File: config.mk
export PLATFORM = sky130hd
export DESIGN_NAME = ethernet_rx_packet_classifier_top
export DESIGN_NICKNAME = d
export VERILOG_FILES = /design/src/erpc_pkg.sv /design/src/ethernet_rx_packet_classifier_top.sv /design/src/erpc_front.sv /design/src/erpc_job_queue.sv /design/src/erpc_back.sv
export SDC_FILE = /design/constraint.sdc
export NUM_CORES = 2
export LEC_CHECK = 0
export BUFFER_PORTS_ARGS = -buffer_cell sky130_fd_sc_hd__buf_2
export CORE_MARGIN = 1
export CORE_UTILIZATION = 30
export CTS_CLUSTER_SIZE = 25
export DETAILED_ROUTE_END_ITERATION = 8
export GPL_TIMING_DRIVEN = 0
export REMOVE_ABC_BUFFERS = 1
export SYNTH_ARGS = -nofsm -noshare
export SYNTH_HDL_FRONTEND = slang
export SYNTH_SLANG_ARGS = --single-unit
File: constraint.sdc
create_clock -name clock -period 6.8 [get_ports clock]
set_input_delay 1.02 -clock clock [delete_from_list [all_inputs] [get_ports clock]]
set_output_delay 1.02 -clock clock [all_outputs]
set_load 0.1 [all_outputs]
File: src/erpc_pkg.sv
// ----------------------------------------------------------------------------
// erpc_pkg
// Shared types, constants and classification functions for the receive
// packet classifier.
// ----------------------------------------------------------------------------
package erpc_pkg;

   localparam int CounterWidth = 32;
   localparam int NumCounters  = 19;
   localparam int ValueWidth   = 32;
   localparam int WideWidth    = (CounterWidth > ValueWidth) ? CounterWidth : ValueWidth;

   localparam int JobDepth = 4;
   localparam int JobPtrW  = $clog2(JobDepth);
   localparam int JobCntW  = $clog2(JobDepth + 1);

   localparam int OutDepth = 2;
   localparam int OutPtrW  = $clog2(OutDepth);
   localparam int OutCntW  = $clog2(OutDepth + 1);

   localparam logic ReqFrame = 1'b0;
   localparam logic ReqRead  = 1'b1;

   localparam logic KindClass = 1'b0;
   localparam logic KindCount = 1'b1;

   localparam logic [15:0] EtArp  = 16'h0806;
   localparam logic [15:0] EtIpv4 = 16'h0800;
   localparam logic [15:0] EtLldp = 16'h88CC;

   localparam logic [7:0] ProtoIcmp = 8'd1;
   localparam logic [7:0] ProtoIgmp = 8'd2;
   localparam logic [7:0] ProtoTcp  = 8'd6;
   localparam logic [7:0] ProtoUdp  = 8'd17;
   localparam logic [7:0] ProtoPim  = 8'd103;

   localparam logic [15:0] PortBootpServer = 16'd67;
   localparam logic [15:0] PortBootpClient = 16'd68;

   localparam logic [6:0] PosEtypeHi = 7'd12;
   localparam logic [6:0] PosEtypeLo = 7'd13;
   localparam logic [6:0] PosIpHdr   = 7'd14;
   localparam logic [6:0] PosProto   = 7'd23;
   localparam logic [6:0] PosUdpBase = 7'd14;
   localparam logic [6:0] PosMax     = 7'd127;
   localparam logic [3:0] MinHdrWords = 4'd5;

   localparam int CntRxTotal     = 0;
   localparam int CntEthArp      = 1;
   localparam int CntEthIp       = 2;
   localparam int CntIpIcmp      = 3;
   localparam int CntIpUdp       = 4;
   localparam int CntUdpCtrl     = 5;
   localparam int CntUdpDhcp     = 6;
   localparam int CntDhcpUnknown = 7;
   localparam int CntUdpUnknown  = 8;
   localparam int CntIpUnknown   = 9;
   localparam int CntIpPim       = 10;
   localparam int CntIpPimDrop   = 11;
   localparam int CntIpIgmp      = 12;
   localparam int CntIpIgmpDrop  = 13;
   localparam int CntIpTcp       = 14;
   localparam int CntIpTcpDrop   = 15;
   localparam int CntEthLldp     = 16;
   localparam int CntEthLldpDrop = 17;
   localparam int CntEthUnknown  = 18;

   typedef enum logic [3:0] {
      ClsArp      = 4'd0,
      ClsIcmp     = 4'd1,
      ClsCtrl     = 4'd2,
      ClsDhcp     = 4'd3,
      ClsDhcpDrop = 4'd4,
      ClsUdpUnk   = 4'd5,
      ClsPim      = 4'd6,
      ClsIgmp     = 4'd7,
      ClsTcp      = 4'd8,
      ClsIpUnk    = 4'd9,
      ClsLldp     = 4'd10,
      ClsEthUnk   = 4'd11,
      ClsError    = 4'd12
   } class_type;

   typedef struct packed {
      logic      kind;
      class_type cls;
      logic [4:0] index;
   } job_type;

   typedef struct packed {
      logic                  kind;
      class_type             cls;
      logic [ValueWidth-1:0] value;
   } rsp_type;

   typedef logic [NumCounters-1:0] mask_type;

   function automatic class_type classify(
      input logic [15:0] etype,
      input logic [7:0]  proto,
      input logic [3:0]  hdr_words,
      input logic [15:0] src_port,
      input logic [15:0] dst_port,
      input logic [15:0] ctrl_port
   );
      class_type c;
      c = ClsEthUnk;
      if (etype == EtArp) begin
         c = ClsArp;
      end else if (etype == EtIpv4) begin
         case (proto)
            ProtoIcmp: c = ClsIcmp;
            ProtoUdp: begin
               if (hdr_words < MinHdrWords) begin
                  c = ClsError;
               end else if (dst_port == ctrl_port) begin
                  c = ClsCtrl;
               end else if (dst_port == PortBootpClient && src_port == PortBootpServer) begin
                  c = ClsDhcp;
               end else if (dst_port == PortBootpServer && src_port == PortBootpClient) begin
                  c = ClsDhcpDrop;
               end else begin
                  c = ClsUdpUnk;
               end
            end
            ProtoPim:  c = ClsPim;
            ProtoIgmp: c = ClsIgmp;
            ProtoTcp:  c = ClsTcp;
            default:   c = ClsIpUnk;
         endcase
      end else if (etype == EtLldp) begin
         c = ClsLldp;
      end
      return c;
   endfunction

   function automatic mask_type bump_mask(input class_type c);
      mask_type m;
      m = '0;
      m[CntRxTotal] = 1'b1;
      case (c)
         ClsArp: m[CntEthArp] = 1'b1;
         ClsIcmp: begin
            m[CntEthIp]  = 1'b1;
            m[CntIpIcmp] = 1'b1;
         end
         ClsCtrl: begin
            m[CntEthIp]   = 1'b1;
            m[CntIpUdp]   = 1'b1;
            m[CntUdpCtrl] = 1'b1;
         end
         ClsDhcp: begin
            m[CntEthIp]   = 1'b1;
            m[CntIpUdp]   = 1'b1;
            m[CntUdpDhcp] = 1'b1;
         end
         ClsDhcpDrop: begin
            m[CntEthIp]       = 1'b1;
            m[CntIpUdp]       = 1'b1;
            m[CntUdpDhcp]     = 1'b1;
            m[CntDhcpUnknown] = 1'b1;
         end
         ClsUdpUnk: begin
            m[CntEthIp]      = 1'b1;
            m[CntIpUdp]      = 1'b1;
            m[CntUdpUnknown] = 1'b1;
         end
         ClsPim: begin
            m[CntEthIp]     = 1'b1;
            m[CntIpPim]     = 1'b1;
            m[CntIpPimDrop] = 1'b1;
         end
         ClsIgmp: begin
            m[CntEthIp]      = 1'b1;
            m[CntIpIgmp]     = 1'b1;
            m[CntIpIgmpDrop] = 1'b1;
         end
         ClsTcp: begin
            m[CntEthIp]     = 1'b1;
            m[CntIpTcp]     = 1'b1;
            m[CntIpTcpDrop] = 1'b1;
         end
         ClsIpUnk: begin
            m[CntEthIp]     = 1'b1;
            m[CntIpUnknown] = 1'b1;
         end
         ClsLldp: begin
            m[CntEthLldp]     = 1'b1;
            m[CntEthLldpDrop] = 1'b1;
         end
         ClsEthUnk: m[CntEthUnknown] = 1'b1;
         ClsError: begin
            m[CntEthIp] = 1'b1;
            m[CntIpUdp] = 1'b1;
         end
         default: m = '0;
      endcase
      return m;
   endfunction

endpackage

File: src/ethernet_rx_packet_classifier_top.sv
// ----------------------------------------------------------------------------
// ethernet_rx_packet_classifier_top
// Ethernet receive classifier: parses frame bytes, classifies each frame on
// its last byte, keeps wrapping statistics counters readable by index.
//
//   channel  handshake                   payload
//   req      req_push / req_full         req_type, req_data_byte,
//                                        req_last_byte, req_counter_index
//   rsp      rsp_pop / rsp_empty         rsp_result_kind, rsp_frame_class,
//                                        rsp_counter_value
//   csr      csr_write_enable            csr_control_port
//
// One transaction accepted per cycle while req_full is low; the parser
// captures and classifies in the accepting cycle. The job is registered in
// the job queue on acceptance; the counter update moves it into the result
// queue, when that has room, and it then shows on the rsp ports. Synchronous
// reset clears counters, capture state, control port and both queues.
// req_full rises once the two-entry result queue and then the four-entry job
// queue fill while rsp is not popped.
// ----------------------------------------------------------------------------
module ethernet_rx_packet_classifier_top
   import erpc_pkg::*;
(
   input  logic        clock,
   input  logic        reset,
   input  logic        req_push,
   output logic        req_full,
   input  logic        req_type,
   input  logic [7:0]  req_data_byte,
   input  logic        req_last_byte,
   input  logic [4:0]  req_counter_index,
   output logic        rsp_empty,
   input  logic        rsp_pop,
   output logic        rsp_result_kind,
   output logic [3:0]  rsp_frame_class,
   output logic [31:0] rsp_counter_value,
   input  logic        csr_write_enable,
   input  logic [15:0] csr_control_port
);

   logic    job_push, job_full, job_pop, job_empty;
   job_type job_in, job_out;
   rsp_type rsp_data;

   erpc_front u_front (
      .clock            (clock),
      .reset            (reset),
      .req_push         (req_push),
      .req_full         (req_full),
      .req_type         (req_type),
      .req_data_byte    (req_data_byte),
      .req_last_byte    (req_last_byte),
      .req_counter_index(req_counter_index),
      .csr_write_enable (csr_write_enable),
      .csr_control_port (csr_control_port),
      .job_push         (job_push),
      .job_data         (job_in),
      .job_full         (job_full)
   );

   erpc_job_queue u_job_queue (
      .clock    (clock),
      .reset    (reset),
      .push     (job_push),
      .push_data(job_in),
      .full     (job_full),
      .pop      (job_pop),
      .pop_data (job_out),
      .empty    (job_empty)
   );

   erpc_back u_back (
      .clock    (clock),
      .reset    (reset),
      .job_data (job_out),
      .job_empty(job_empty),
      .job_pop  (job_pop),
      .rsp_data (rsp_data),
      .rsp_empty(rsp_empty),
      .rsp_pop  (rsp_pop)
   );

   assign rsp_result_kind   = rsp_data.kind;
   assign rsp_frame_class   = rsp_data.cls;
   assign rsp_counter_value = rsp_data.value;

endmodule

File: src/erpc_front.sv
// ----------------------------------------------------------------------------
// erpc_front
// Header parser: captures frame fields byte by byte, classifies on the last
// byte and queues one job per frame or per valid counter read.
// ----------------------------------------------------------------------------
module erpc_front
   import erpc_pkg::*;
(
   input  logic        clock,
   input  logic        reset,
   input  logic        req_push,
   output logic        req_full,
   input  logic        req_type,
   input  logic [7:0]  req_data_byte,
   input  logic        req_last_byte,
   input  logic [4:0]  req_counter_index,
   input  logic        csr_write_enable,
   input  logic [15:0] csr_control_port,
   output logic        job_push,
   output job_type     job_data,
   input  logic        job_full
);

   logic [6:0]  pos_ff, pos_in;
   logic [15:0] etype_ff, etype_in;
   logic [7:0]  proto_ff, proto_in;
   logic [3:0]  hdr_ff, hdr_in;
   logic [15:0] src_ff, src_in;
   logic [15:0] dst_ff, dst_in;
   logic [15:0] ctrl_ff;
   logic [6:0]  base;
   logic        take;
   logic        take_frame;

   assign req_full   = job_full;
   assign take       = req_push & ~job_full;
   assign take_frame = take & (req_type == ReqFrame);
   assign base       = PosUdpBase + {1'b0, hdr_ff, 2'b00};

   always_comb begin
      etype_in = etype_ff;
      proto_in = proto_ff;
      hdr_in   = hdr_ff;
      src_in   = src_ff;
      dst_in   = dst_ff;
      if (pos_ff == PosEtypeHi) etype_in[15:8] = req_data_byte;
      if (pos_ff == PosEtypeLo) etype_in[7:0]  = req_data_byte;
      if (pos_ff == PosIpHdr)   hdr_in         = req_data_byte[3:0];
      if (pos_ff == PosProto)   proto_in       = req_data_byte;
      if (hdr_ff >= MinHdrWords) begin
         if (pos_ff == base)         src_in[15:8] = req_data_byte;
         if (pos_ff == base + 7'd1)  src_in[7:0]  = req_data_byte;
         if (pos_ff == base + 7'd2)  dst_in[15:8] = req_data_byte;
         if (pos_ff == base + 7'd3)  dst_in[7:0]  = req_data_byte;
      end
      pos_in = (pos_ff == PosMax) ? pos_ff : pos_ff + 7'd1;
   end

   always_comb begin
      job_push       = 1'b0;
      job_data.kind  = KindClass;
      job_data.cls   = classify(etype_in, proto_in, hdr_in, src_in, dst_in, ctrl_ff);
      job_data.index = req_counter_index;
      if (take) begin
         case (req_type)
            ReqFrame: job_push = req_last_byte;
            ReqRead: begin
               job_push      = (req_counter_index < 5'(NumCounters));
               job_data.kind = KindCount;
               job_data.cls  = ClsArp;
            end
            default: job_push = 1'b0;
         endcase
      end
   end

   always_ff @(posedge clock) begin
      if (reset) begin
         pos_ff   <= '0;
         etype_ff <= '0;
         proto_ff <= '0;
         hdr_ff   <= '0;
         src_ff   <= '0;
         dst_ff   <= '0;
         ctrl_ff  <= '0;
      end else begin
         if (csr_write_enable) ctrl_ff <= csr_control_port;
         if (take_frame) begin
            if (req_last_byte) begin
               pos_ff   <= '0;
               etype_ff <= '0;
               proto_ff <= '0;
               hdr_ff   <= '0;
               src_ff   <= '0;
               dst_ff   <= '0;
            end else begin
               pos_ff   <= pos_in;
               etype_ff <= etype_in;
               proto_ff <= proto_in;
               hdr_ff   <= hdr_in;
               src_ff   <= src_in;
               dst_ff   <= dst_in;
            end
         end
      end
   end

endmodule

File: src/erpc_job_queue.sv
// ----------------------------------------------------------------------------
// erpc_job_queue
// Short job queue between the parser and the counter back end.
// ----------------------------------------------------------------------------
module erpc_job_queue
   import erpc_pkg::*;
(
   input  logic    clock,
   input  logic    reset,
   input  logic    push,
   input  job_type push_data,
   output logic    full,
   input  logic    pop,
   output job_type pop_data,
   output logic    empty
);

   job_type              slot_ff [JobDepth];
   logic [JobPtrW-1:0]   wr_ptr_ff, rd_ptr_ff;
   logic [JobCntW-1:0]   count_ff, count_in;
   logic                 do_push, do_pop;

   assign full     = (count_ff == JobCntW'(JobDepth));
   assign empty    = (count_ff == '0);
   assign do_push  = push & ~full;
   assign do_pop   = pop & ~empty;
   assign pop_data = slot_ff[rd_ptr_ff];

   always_comb begin
      count_in = count_ff;
      if (do_push & ~do_pop) count_in = count_ff + JobCntW'(1);
      if (do_pop & ~do_push) count_in = count_ff - JobCntW'(1);
   end

   always_ff @(posedge clock) begin
      if (do_push) slot_ff[wr_ptr_ff] <= push_data;
   end

   always_ff @(posedge clock) begin
      if (reset) begin
         wr_ptr_ff <= '0;
         rd_ptr_ff <= '0;
         count_ff  <= '0;
      end else begin
         if (do_push) wr_ptr_ff <= wr_ptr_ff + JobPtrW'(1);
         if (do_pop)  rd_ptr_ff <= rd_ptr_ff + JobPtrW'(1);
         count_ff <= count_in;
      end
   end

   a_job_no_overrun: assert property (@(posedge clock) disable iff (reset)
      !(push && full))
      else $error("job pushed into full queue");

   a_job_count_range: assert property (@(posedge clock) disable iff (reset)
      count_ff <= JobCntW'(JobDepth))
      else $error("job queue count out of range");

endmodule

File: src/erpc_back.sv
// ----------------------------------------------------------------------------
// erpc_back
// Statistics counters and result queue: carries out classification and
// counter read jobs in order.
// ----------------------------------------------------------------------------
module erpc_back
   import erpc_pkg::*;
(
   input  logic    clock,
   input  logic    reset,
   input  job_type job_data,
   input  logic    job_empty,
   output logic    job_pop,
   output rsp_type rsp_data,
   output logic    rsp_empty,
   input  logic    rsp_pop
);

   logic [CounterWidth-1:0] cnt_ff [NumCounters];
   rsp_type                 out_ff [OutDepth];
   logic [OutPtrW-1:0]      wr_ptr_ff, rd_ptr_ff;
   logic [OutCntW-1:0]      count_ff, count_in;
   logic                    out_full;
   logic                    do_rsp_pop;
   logic [WideWidth-1:0]    wide;
   rsp_type                 result;
   mask_type                bump;

   assign out_full   = (count_ff == OutCntW'(OutDepth));
   assign rsp_empty  = (count_ff == '0);
   assign do_rsp_pop = rsp_pop & ~rsp_empty;
   assign job_pop    = ~job_empty & ~out_full;
   assign rsp_data   = out_ff[rd_ptr_ff];
   assign wide       = WideWidth'(cnt_ff[job_data.index]);

   always_comb begin
      result.kind  = job_data.kind;
      result.cls   = job_data.cls;
      result.value = '0;
      bump         = '0;
      case (job_data.kind)
         KindClass: bump = bump_mask(job_data.cls);
         KindCount: begin
            result.cls   = ClsArp;
            result.value = wide[ValueWidth-1:0];
         end
         default: bump = '0;
      endcase
   end

   always_comb begin
      count_in = count_ff;
      if (job_pop & ~do_rsp_pop) count_in = count_ff + OutCntW'(1);
      if (do_rsp_pop & ~job_pop) count_in = count_ff - OutCntW'(1);
   end

   always_ff @(posedge clock) begin
      if (job_pop) out_ff[wr_ptr_ff] <= result;
   end

   always_ff @(posedge clock) begin
      if (reset) begin
         for (int i = 0; i < NumCounters; i++) cnt_ff[i] <= '0;
         wr_ptr_ff <= '0;
         rd_ptr_ff <= '0;
         count_ff  <= '0;
      end else begin
         if (job_pop) begin
            for (int i = 0; i < NumCounters; i++) begin
               if (bump[i]) cnt_ff[i] <= cnt_ff[i] + CounterWidth'(1);
            end
            wr_ptr_ff <= wr_ptr_ff + OutPtrW'(1);
         end
         if (do_rsp_pop) rd_ptr_ff <= rd_ptr_ff + OutPtrW'(1);
         count_ff <= count_in;
      end
   end

   a_rsp_after_job: assert property (@(posedge clock) disable iff (reset)
      job_pop |=> count_ff != '0)
      else $error("job taken but no transaction queued");

   a_rsp_count_range: assert property (@(posedge clock) disable iff (reset)
      count_ff <= OutCntW'(OutDepth))
      else $error("result queue count out of range");

   a_read_in_range: assert property (@(posedge clock) disable iff (reset)
      (job_pop && job_data.kind == KindCount) |-> job_data.index < 5'(NumCounters))
      else $error("counter read index out of range");

endmodule

==> impl_metrics.ini <==
[grt]
largest_net_degree_at_the_start_of_global_routing = 76
grt_pass1_vias = 31039
grt_usage = 0.146
leftover_overflow_at_the_end_of_global_routing = 0
use_met1 = 0.195
top_usage_layer = met2
grt_util_met3 = 0.0245
initial_antenna_violation_count = 2
global_route.usage.met2 = 0.246
grt_first_pass_wirelength_mm = 177

[die]
floorplan.io_pins = 75
floorplan.initialDensity = 0.302
die_height_um = 391
coreArea_sq_um = 150000
die_area_sq_um = 153000
num_rows = 142
chipWidth_um = 391

[setup_path]
worstPathRequired_ns = 7.29
crit_path_cell_trace = mux2_1 > o21ai_4 > inv_1 > nor2_1 > nand2_1 > nor2_1 > nand2_1 > a21oi_1
timing.rr.end = u_back.cnt_ff[5][29]$_SDFFCE_PN0P_
worst_r2r_path_depth = 8
cp_slowest_cell = nand2_1
path_max_fanout = 31
cp.arrival_ns = 5.53
critical_path.max_stage_delay_ns = 1.03
cp_top_family = simple AND/OR/NAND/NOR gates
critical_path_depth = 8
start_kind = flop
r2r_slack_ns = 1.75
critical_path.endpoint = u_back.cnt_ff[5][29]$_SDFFCE_PN0P_
path_class = reg -> reg
worst-path-buf-inv = 1
timing.critical_path.to_type = flop

[detailed_routing]
drt-wirelength-per-cell_um = 17.8
vias_per_cell = 5.04
vias = 31663
antenna_left = 0
drt-initial-drc-count = 2210
drtPass1Iterations = 6
detail_route.wirelength_mm = 112
detail_route.drc_violations = 0

[timing]
hold_violations = 0
max_transition_viols_final = 0
fmax_mhz = 198
period_minus_slack_ns = 5.05
setup_viol = 0
finClkSkew_ns = 0.0687
slew_headroom = 0.0743
worst_slew_pin_slew_ns = 1.39
whs_ns = 0.506
final_clock_period_utilization_by_the_worst_path = 0.742
rsz0062_at_grt = false

[pwr]
power_density_nw_per_um2 = 335
total_leakage_power_nw = 17.1
power.ir.vdd_worst_mv = 0.339
p_total_mw = 17.3

[clocking]
clock_tree.buffer_depth = 3
cts_tree = built
clock_sink_count = 819
h_tree_depth = 3
cts-root-buf = clkbuf_16
cts_repair_resize_count = 0
cts_setup_buffers = 0
hold_buffers = 0
clk_pin_slew_worst_paths_ns = 0.06
clk-insertion-delay-late_ns = 0.70
cts_made_buffers = 93

[synthesis]
yosysMostFrequentCell = nor2_1
synthesis.yosys.warnings = 0
synth.lib_cells_used.distinct = 67
postSynthCellCount = 4152
netlist.area_leader.share = 0.478
synth_edf_count = 722
synthDominantAreaCellType = edfxtp_1
netlist_area_sq_um = 45300
synth_seq_cells = 819
top_cells_by_count_synth = nor2_1, edfxtp_1, xor2_1
top_cells_by_area_synth = edfxtp_1, xor2_1, nor2_1, mux4_2, dfxtp_1
syn_area_cell_sq_um = 10.9
ys_dominant_reg_cell = edfxtp_1
sequential_fraction_of_the_synthesis_area = 0.521
async_s_r_ff_share_synth = 0

[placement]
buffer_ports.inserted = 74
post-dp-hpwl_mm = 82.0
gp_routability_congestion = 0.828

[cells_and_area]
final_layout_size_suffix_gt1_frac = 0.117
antenna-diode-count = 0
nNetsFinal = 4258
area_growth_syn_to_layout_pct = 14.1

[flow_run]
cap_violations = 0

[status]
status = complete, no violations

[worst_hold_path]
holdCritPathClass = reg -> reg
## sequential cells by signal, indices dropped and copies added, names as in the netlist, 3 cells and up, named ones only
name / count
u_back.cnt_ff: 608
u_back.out_ff: 74
u_job_queue.slot_ff: 40
u_front.ctrl_ff: 16
u_front.dst_ff: 16
u_front.etype_ff: 16
u_front.src_ff: 16
u_front.proto_ff: 8
u_front.pos_ff: 7
u_front.hdr_ff: 4
u_job_queue.count_ff: 3
## stage by stage
step                area, sq um  setup TNS (ns)  setup slack [ns]  cells   util
finish                    51700               0              1.75   6284  0.345
global placement          47500        -3381.65             -9.64   6066  0.317
CTS                       51700               0              1.78   6284  0.345
floorplan                 44700         -586.22             -4.44   3976      -
detailed placement        48600               0              1.80   6111  0.324
global route              51700               0              1.31   6284  0.345
## worst min-delay path, cell delays in order, from the launching register on
cell and delay (ns):
dfxtp_1 0.33, a22oi_1 0.07, nor2_1 0.07
## power by group
part | leakage (nW) | internal [mW] | switching (mW)
clock network | 1.50 | 2.96 | 2.14
logic | 7.47 | 1.86 | 3.58
registers | 8.15 | 6.26 | 0.529
## cell families (layout without fill, tap and decap cells)
logic type | after synthesis | after routing | share of synthesized area
DFF | 819 | 819 | 0.521
AOI/OAI and AO/OA | 331 | 331 | 0.0463
and+or+nand+nor | 1854 | 1854 | 0.186
xor gates and xnor gates | 562 | 562 | 0.109
buffers and inverters | 246 | 362 | 0.0211
muxes | 308 | 308 | 0.107
adders and majority gates | 32 | 32 | 0.00899
## layout make-up
| class | instances | area (sq um) |
|---|---|---|
| fillers | 14842 | 98200 |
| well taps | 2016 | 2520 |
| inverters | 70 | 263 |
| clock inverters | 57 | 619 |
| clock buffers | 116 | 2460 |
| repair buffers | 119 | 1270 |
| multi-input cells | 3087 | 21000 |
| flip-flops and latches | 819 | 23600 |
## cells in the final DEF (no fill, tap or decap), drive strengths merged, types with 64 or more instances in the layout
cell,instances
dfxtp,97
edfxtp,722
nand2,363
xor2,383
mux4,135
o21ai,68
nor2,830
mux2,75
nand3,205
clkbuf,116
nand4,95
and3,139
mux2i,98
xnor2,179
a21oi,89
o211ai,67
inv,71
a22oi,64
buf,119
## worst min-delay path by stage
stage                                    start  cells after the start                              end  slack, ns
6_report        u_front.src_ff[9]$_SDFFE_PP0P_                      2   u_front.src_ff[9]$_SDFFE_PP0P_       0.51
5_1_grt        u_front.src_ff[11]$_SDFFE_PP0P_                      2  u_front.src_ff[11]$_SDFFE_PP0P_       0.53
4_1_cts                    csr_control_port[4]                      3  u_front.ctrl_ff[4]$_SDFFE_PP0P_       0.51
3_5_place_dp    u_front.src_ff[9]$_SDFFE_PP0P_                      2   u_front.src_ff[9]$_SDFFE_PP0P_       0.49
3_3_place_gp    u_front.src_ff[7]$_SDFFE_PP0P_                      2   u_front.src_ff[7]$_SDFFE_PP0P_       0.47
2_1_floorplan   u_front.src_ff[7]$_SDFFE_PP0P_                      2   u_front.src_ff[7]$_SDFFE_PP0P_       0.46
## metal layers
metal  part of all wire  wire length [um]  up-vias
li1                   -                 -    15061
met1               0.44             49300    15697
met2               0.49             54500      780
met3              0.056              6340      125
met4              0.018              1980        0
met5                  0                 0        -
Note: power is estimated with default switching activity, not from simulation.
